===== src/hw/rtl/dhash_pkg.sv =====
// ----------------------------------------------------------------------------
// dhash_pkg
// Shared widths, luminance weights and helper functions for the difference
// hash block.
// ----------------------------------------------------------------------------
package dhash_pkg;

  localparam int unsigned CompW  = 8;
  localparam int unsigned LumaW  = 24;
  localparam int unsigned HashW  = 64;
  localparam int unsigned CountW = 6;
  localparam int unsigned DistW  = 7;

  // Rec.709 weights scaled by 2^16; they sum to exactly 65536.
  localparam logic [LumaW-1:0] WeightRed   = 24'd13933;
  localparam logic [LumaW-1:0] WeightGreen = 24'd46871;
  localparam logic [LumaW-1:0] WeightBlue  = 24'd4732;

  localparam logic [CountW-1:0] LastPixel = 6'd63;
  localparam logic [DistW-1:0]  HashBits  = 7'd64;

  typedef logic [LumaW-1:0] luma_t;
  typedef logic [HashW-1:0] hash_t;
  typedef logic [DistW-1:0] dist_t;

  // Ones count of one byte.
  function automatic logic [3:0] popcount8(input logic [7:0] v);
    logic [3:0] n;
    n = 4'd0;
    for (int i = 0; i < 8; i++) begin
      n = n + {3'd0, v[i]};
    end
    return n;
  endfunction

  // Ones count of a full hash word, formed as a sum of byte counts.
  function automatic dist_t popcount64(input hash_t v);
    dist_t n;
    n = '0;
    for (int b = 0; b < HashW / 8; b++) begin
      n = n + {3'd0, popcount8(v[b*8 +: 8])};
    end
    return n;
  endfunction

endpackage


===== src/hw/rtl/dhash_luma.sv =====
// ----------------------------------------------------------------------------
// dhash_luma
// Two-stage pipeline: registers the incoming pixel, then registers its
// fixed-point luminance. Each stage has its own valid flag and fills
// whenever the stage after it can move.
// ----------------------------------------------------------------------------
module dhash_luma (
  input  logic                       clk,
  input  logic                       rst,
  input  logic                       in_valid,
  output logic                       in_ready,
  input  logic [dhash_pkg::CompW-1:0] red,
  input  logic [dhash_pkg::CompW-1:0] green,
  input  logic [dhash_pkg::CompW-1:0] blue,
  output logic                       out_valid,
  input  logic                       out_ready,
  output dhash_pkg::luma_t           luma
);

  logic                        pix_valid;
  logic [dhash_pkg::CompW-1:0] pix_red;
  logic [dhash_pkg::CompW-1:0] pix_green;
  logic [dhash_pkg::CompW-1:0] pix_blue;
  logic                        luma_valid;
  dhash_pkg::luma_t            luma_reg;
  dhash_pkg::luma_t            luma_next;
  logic                        luma_ready;

  assign luma_ready = !luma_valid || out_ready;
  assign in_ready   = !pix_valid || luma_ready;

  // The product is exact: the weighted sum never exceeds 24 bits.
  assign luma_next = dhash_pkg::LumaW'(pix_red)   * dhash_pkg::WeightRed
                   + dhash_pkg::LumaW'(pix_green) * dhash_pkg::WeightGreen
                   + dhash_pkg::LumaW'(pix_blue)  * dhash_pkg::WeightBlue;

  always_ff @(posedge clk) begin
    if (rst) begin
      pix_valid  <= 1'b0;
      luma_valid <= 1'b0;
    end else begin
      if (in_ready) begin
        pix_valid <= in_valid;
      end
      if (luma_ready) begin
        luma_valid <= pix_valid;
      end
    end
  end

  always_ff @(posedge clk) begin
    if (in_ready && in_valid) begin
      pix_red   <= red;
      pix_green <= green;
      pix_blue  <= blue;
    end
    if (luma_ready && pix_valid) begin
      luma_reg <= luma_next;
    end
  end

  assign out_valid = luma_valid;
  assign luma      = luma_reg;

endmodule


===== src/hw/rtl/difference_hash_with_hamming_compare.sv =====
// ----------------------------------------------------------------------------
// difference_hash_with_hamming_compare
// 64-bit difference hash of an 8x8 RGB image with Hamming comparison.
// ----------------------------------------------------------------------------
// Pixels arrive on the s_axis channel in raster order, 64 per image, one
// transfer each; tdata carries red, green and blue. After the 64th pixel one
// result transfer leaves on m_axis with the hash (first pixel's bit on top),
// its Hamming distance to the reference hash and 64 minus that distance.
// The reference hash is loaded through the cfg channel, which is always
// ready; write it only while no image is in flight.
// Throughput is one pixel per cycle while s_axis_tready is high. A pixel
// passes an input register and a luminance register before it updates the
// hash state; the result then passes a hash register and an output register
// that holds the ones count before m_axis_tvalid rises.
// Reset clears the pixel count, the hash state, all valid flags and the
// reference hash. When the receiver stalls, the result waits in the output
// register, a second result can wait in the hash register, and pixels keep
// flowing until the 64th pixel of a third image finds no free slot; only
// then does s_axis_tready fall.
// ----------------------------------------------------------------------------
module difference_hash_with_hamming_compare (
  input  logic        clk,
  input  logic        rst,
  // tdata fields, lowest bit up: red[7:0], green[15:8], blue[23:16]
  input  logic [23:0] s_axis_tdata,
  input  logic        s_axis_tvalid,
  output logic        s_axis_tready,
  // tdata fields, lowest bit up: image_hash[63:0], distance[70:64],
  // similarity[77:71], zero fill[79:78]
  output logic [79:0] m_axis_tdata,
  output logic        m_axis_tvalid,
  input  logic        m_axis_tready,
  input  logic [63:0] cfg_data,
  input  logic        cfg_valid,
  output logic        cfg_ready
);

  dhash_pkg::hash_t            reference_hash;
  logic                        l_valid;
  logic                        l_ready;
  dhash_pkg::luma_t            l_luma;
  logic                        consume;
  logic [dhash_pkg::CountW-1:0] pixel_count;
  dhash_pkg::luma_t            prior_luma;
  dhash_pkg::luma_t            first_luma;
  logic [61:0]                 hash_shift;
  logic                        hash_bit;
  logic                        wrap_bit;
  logic                        res_valid;
  logic                        res_ready;
  dhash_pkg::hash_t            res_hash;
  logic                        out_valid;
  dhash_pkg::hash_t            out_hash;
  dhash_pkg::dist_t            out_dist;
  dhash_pkg::dist_t            out_sim;
  dhash_pkg::dist_t            dist_next;

  assign cfg_ready = 1'b1;

  always_ff @(posedge clk) begin
    if (rst) begin
      reference_hash <= '0;
    end else if (cfg_valid) begin
      reference_hash <= cfg_data;
    end
  end

  dhash_luma u_luma (
    .clk       (clk),
    .rst       (rst),
    .in_valid  (s_axis_tvalid),
    .in_ready  (s_axis_tready),
    .red       (s_axis_tdata[7:0]),
    .green     (s_axis_tdata[15:8]),
    .blue      (s_axis_tdata[23:16]),
    .out_valid (l_valid),
    .out_ready (l_ready),
    .luma      (l_luma)
  );

  assign res_ready = !out_valid || m_axis_tready;
  // Only the last pixel of an image needs room in the hash register.
  assign l_ready   = (pixel_count != dhash_pkg::LastPixel) || !res_valid || res_ready;
  assign consume   = l_valid && l_ready;
  assign hash_bit  = prior_luma >= l_luma;
  assign wrap_bit  = l_luma >= first_luma;

  always_ff @(posedge clk) begin
    if (rst) begin
      pixel_count <= '0;
      prior_luma  <= '0;
      first_luma  <= '0;
      hash_shift  <= '0;
    end else if (consume) begin
      pixel_count <= pixel_count + 1'b1;
      prior_luma  <= l_luma;
      if (pixel_count == '0) begin
        first_luma <= l_luma;
        hash_shift <= '0;
      end else if (pixel_count == dhash_pkg::LastPixel) begin
        hash_shift <= '0;
      end else begin
        hash_shift <= {hash_shift[60:0], hash_bit};
      end
    end
  end

  always_ff @(posedge clk) begin
    if (rst) begin
      res_valid <= 1'b0;
    end else if (consume && pixel_count == dhash_pkg::LastPixel) begin
      res_valid <= 1'b1;
    end else if (res_ready) begin
      res_valid <= 1'b0;
    end
  end

  always_ff @(posedge clk) begin
    if (consume && pixel_count == dhash_pkg::LastPixel) begin
      res_hash <= {wrap_bit, hash_shift, hash_bit};
    end
  end

  assign dist_next = dhash_pkg::popcount64(res_hash ^ reference_hash);

  always_ff @(posedge clk) begin
    if (rst) begin
      out_valid <= 1'b0;
    end else if (res_ready) begin
      out_valid <= res_valid;
    end
  end

  always_ff @(posedge clk) begin
    if (res_ready && res_valid) begin
      out_hash <= res_hash;
      out_dist <= dist_next;
      out_sim  <= dhash_pkg::HashBits - dist_next;
    end
  end

  assign m_axis_tvalid = out_valid;
  assign m_axis_tdata  = {2'b00, out_sim, out_dist, out_hash};

  // A pixel that starts an image always leaves a cleared hash and a count of one.
  assert property (@(posedge clk) disable iff (rst)
    consume && pixel_count == '0 |=> hash_shift == '0 && pixel_count == 6'd1)
    else $error("image start did not reset hash state");

  // The last pixel of an image always leaves a pending result.
  assert property (@(posedge clk) disable iff (rst)
    consume && pixel_count == dhash_pkg::LastPixel |=> res_valid && pixel_count == '0)
    else $error("last pixel did not produce a result");

  // A pending result that cannot move keeps its hash.
  assert property (@(posedge clk) disable iff (rst)
    res_valid && !res_ready |=> res_valid && $stable(res_hash))
    else $error("blocked result was lost or changed");

  // Distance and similarity always add up to the hash width.
  assert property (@(posedge clk) disable iff (rst)
    out_valid |-> (out_dist + out_sim) == dhash_pkg::HashBits)
    else $error("distance and similarity disagree");

endmodule


===== config.mk =====
export PLATFORM = sky130hd
export DESIGN_NAME = difference_hash_with_hamming_compare
export DESIGN_NICKNAME = d
export VERILOG_FILES = /design/src/hw/rtl/dhash_pkg.sv /design/src/hw/rtl/dhash_luma.sv /design/src/hw/rtl/difference_hash_with_hamming_compare.sv
export SDC_FILE = /design/constraint.sdc
export NUM_CORES = 1
export LEC_CHECK = 0
export BUFFER_PORTS_ARGS = -buffer_cell sky130_fd_sc_hd__buf_2
export CORE_MARGIN = 3
export CORE_UTILIZATION = 50
export CTS_CLUSTER_DIAMETER = 30
export DETAILED_ROUTE_END_ITERATION = 8
export HOLD_SLACK_MARGIN = 0.02
export MAX_ROUTING_LAYER = met4
export PLACE_DENSITY = 0.73
export SYNTH_ARGS = -nofsm -noshare
export SYNTH_HDL_FRONTEND = slang
export SYNTH_HIERARCHICAL = 1
export SYNTH_SLANG_ARGS = --single-unit
export TNS_END_PERCENT = 5

===== constraint.sdc =====
create_clock -name clk -period 7.3 [get_ports clk]
set_clock_uncertainty 0.15 [all_clocks]
set_input_delay 1.46 -clock clk [delete_from_list [all_inputs] [get_ports clk]]
set_output_delay 1.46 -clock clk [all_outputs]
set_load 0.1 [all_outputs]

==> summary.log <==
[timing] min cycle time layout 7.31 ns
[synthesis] distinct cell type count of the synthesized netlist 67
[clock_tree] maximum number of buffers from clock root to sink 3
[synthesis] gate count of the mapped netlist 1,959
[global_route] wire length of the first global-routing pass 80.1 mm
[synthesis] sequential cell area fraction in the yosys report 0.422
[timing] setup total negative slack -0.00826 ns
[timing] final setup vio count 1
[global_route] global route overflow 0
[final_layout] n_diodes 0
[run_status] run status finished, violations left
[synthesis] Syn Area/Cell 11.3 sq um
[worst_setup_path] slack of the worst reg-to-reg path -0.008 ns
[routing] drt initial violations 658
[final_layout] layout-stage area growth over the synthesis result 21.7%
[timing] actual slew at the worst max-slew pin 1.05 ns
[synthesis] warning count from the yosys run 6
[timing] final cycle utilization of the critical path 1.00
[floorplanning] die span in y 217 microns
[worst_setup_path] critical path capture point u_luma/luma[23]$_DFFE_PP_
[synthesis] commonest register cell after synthesis edfxtp_1
[floorplanning] full die area 46,900 sq um
[routing] number of remaining DRC errors 0
[timing] final hold viol count 0
[final_layout] final core occ 0.621
[routing] aggregate routed wire length 48.9 mm
[routing] antenna viol nets, final 0
[synthesis] post-synthesis cell area 22,200 sq um
[placed_design] IO buf count 172
[synthesis] Area contributors post-synth edfxtp_1 (26%), fa_1 (17%), dfxtp_1 (17%)
[run_status] failing checks setup timing
[routing] Via density 5.13
[floorplanning] Die X 217 microns
[worst_setup_path] reg-to-reg critical path endpoint u_luma/luma[23]$_DFFE_PP_
[timing] Max Transition Viols Final 0
[clock_tree] clock transition at the registers of the reported paths 0.05 ns
[worst_setup_path] Crit Reg-Reg Startpoint u_luma/pix_blue[6]$_DFFE_PP_
[global_route] overall fraction of global-route tracks in use 0.219
[placed_design] worst setup timing slack at the placement stage -0.267 ns
[timing] RSZ-0062 raised after global routing true
[timing] Highest Clock Rate 137 MHz
[floorplanning] Initial Util 0.510
[worst_setup_path] CP arrival 7.50 ns
[clock_tree] clock sink count 373
[worst_setup_path] largest fanout of any net on the critical path 3
[final_layout] registers with the highest flip-flop counts out_hash: 64 flops, reference_hash: 64 flops, res_hash: 64 flops
[synthesis] proportion of netlist area held by the largest area contributor 0.256
[global_route] largest net degree at the start of global routing 108
[timing] headroom to the max-slew limit 0.298
[clock_tree] H-tree Lvls 3
[worst_setup_path] type of element capturing the critical path register
[placed_design] routability-driven placement congestion ratio 0.935
[floorplanning] Floorplan Core Area 43,500 sq um
[worst_setup_path] Worst Reg2Reg Path Length in Cells 27
[clock_tree] clock insertion delay at the later pin of the skew report 0.59 ns
[synthesis] number of flops mapped to enable cells by yosys 189
[min_path] type of the tightest min-delay check register to register
[clock_tree] CTS tree done
[synthesis] register bit count reported by yosys 373
[global_route] vias in the first global route 15,600
[synthesis] area leader, netlist edfxtp_1
[run] maximum capacitance violations 0
[synthesis] fraction of registers with async set/reset 0
[routing] iteration count of the initial detailed-routing pass 5
[floorplanning] cell row count 76
[worst_setup_path] critical path launch point type register
[worst_setup_path] Data required, critical path 7.49 ns
[final_layout] number of nets in the layout 2,706
[clock_tree] CTS root buffer clkbuf_16
[routing] total via count after detailed routing 14,700
[global_route] antenna violations before repair 0
[worst_setup_path] Setup CP Type register to register
[floorplanning] I/O pin count 176
[clock_tree] TritonCTS Buffers 78
[worst_setup_path] origin of the worst setup path u_luma/pix_blue[6]$_DFFE_PP_
[routing] routed wirelength normalized by instance count 17.1 microns
[timing] Hold Slack 0.285 ns
[final_layout] share of final-layout standard cells stronger than drive strength 1 0.189
[placed_design] hpwl dp 36.1 mm
[timing] smallest setup slack after layout -0.00826 ns
[cells in the final DEF (no fill, tap or decap), types with 8 or more instances in the layout]
cell         n
clkbuf_1     9
xor2_1      66
clkbuf_16   80
buf_4       56
nand3_1     13
clkbuf_8    12
o21ai_0     20
nand2_1    129
dfxtp_1    184
ha_1       201
fa_1       188
mux2i_1     64
xnor2_1     45
nand4_1     12
nor2_1     157
edfxtp_1   189
a21oi_1     86
clkinv_4     8
a22oi_1     61
a21o_1      10
bufinv_16    8
nor3_1       9
clkinv_2    11
inv_1      325
buf_2      170
[cells in the mapped netlist, types with 3 or more instances]
library cell	count
a31oi_1	4
ha_1	209
o21a_1	7
a31o_2	3
o211ai_1	3
nand4_1	12
o21ai_0	30
edfxtp_1	189
inv_1	331
or2_2	4
nor2b_1	5
mux2i_1	64
nand2b_1	6
or3_1	6
clkbuf_1	23
nor3b_1	4
o311ai_0	3
buf_2	24
nand3_1	15
o21bai_1	3
and4_1	3
nor3_1	11
xnor2_1	45
a211oi_1	8
a22oi_1	61
nand2_1	129
a21oi_1	92
fa_1	192
buf_4	8
nor2_1	160
a21o_1	10
xor2_1	66
dfxtp_1	184
[worst min path at each step]
stage | start | slack, ns | end | cells past startpoint
after detailed placement | hash_shift[61]$_SDFFE_PP0P_ | 0.27 | res_hash[62]$_DFFE_PP_ | 0
after floorplan | hash_shift[61]$_SDFFE_PP0P_ | 0.26 | res_hash[62]$_DFFE_PP_ | 0
after global placement | hash_shift[61]$_SDFFE_PP0P_ | 0.27 | res_hash[62]$_DFFE_PP_ | 0
after CTS | hash_shift[61]$_SDFFE_PP0P_ | 0.28 | res_hash[62]$_DFFE_PP_ | 0
final | hash_shift[61]$_SDFFE_PP0P_ | 0.29 | res_hash[62]$_DFFE_PP_ | 0
after global routing | res_hash[31]$_DFFE_PP_ | 0.32 | out_hash[31]$_DFFE_PP_ | 0
[through the flow]
stage                     cells  instance area, sq um
after CTS                  2857                 26800
after global placement     2712                 24000
after detailed placement   2712                 24000
after global routing       2860                 27000
after floorplan            1960                 22200
final                      2860                 27000
[layer usage]
layer / wire length, microns / share of wire / global-route usage
met4: 1170 / 0.024 / 0.0654
met5: 0 / 0 / -
met3: 2360 / 0.048 / 0.0423
met2: 25400 / 0.52 / 0.382
met1: 19900 / 0.41 / 0.259
[layout make-up]
class                      instances  area, sq um
sequential                       373         9360
timing repair buffer             229         1310
clock inverter                    42          534
inverter                         331         1240
tap                              585          732
fill                            3317        16500
clock buffer                     101         2200
multi-input combinational       1199        11600
[kinds of logic after synthesis]
kind of cell / share of synthesized area
adders and majority gates: 0.291
buffers and inverters: 0.0688
DFF: 0.422
and+or+nand+nor: 0.0712
AOI/OAI and AO/OA: 0.0738
xor gates and xnor gates: 0.0438
muxes: 0.0289
other: 0.000339
[worst max-delay path, stage by stage, from the launching register on]
cell and delay (ns):
edfxtp_1 0.43, fa_2 0.54, buf_6 0.14, fa_1 0.48, inv_1 0.04, ha_1 0.28, inv_2 0.04, fa_1 0.55
inv_2 0.05, ha_4 0.23, buf_4 0.13, o21a_1 0.11, o21ai_2 0.18, nor2_1 0.07, nor2_1 0.13, xor2_1 0.26
fa_1 0.48, fa_1 0.54, fa_2 0.45, fa_1 0.50, inv_1 0.05, ha_2 0.19, a211oi_4 0.26, nor2_4 0.08
o41ai_4 0.31, o311ai_2 0.16, o211ai_1 0.15, xnor2_1 0.10
[repair_timing]
item | 4_1_cts | 5_1_grt
hold buffers | 0 | 0
pin swaps | 26 | 32
resized for setup | 32 | 34
setup buffers | 2 | 3
endpoints found under the setup margin | 8 | 12
Power is left out: the tool's default activity adds up to more than one toggle a clock period on the data nets, which glitch-free logic cannot reach.
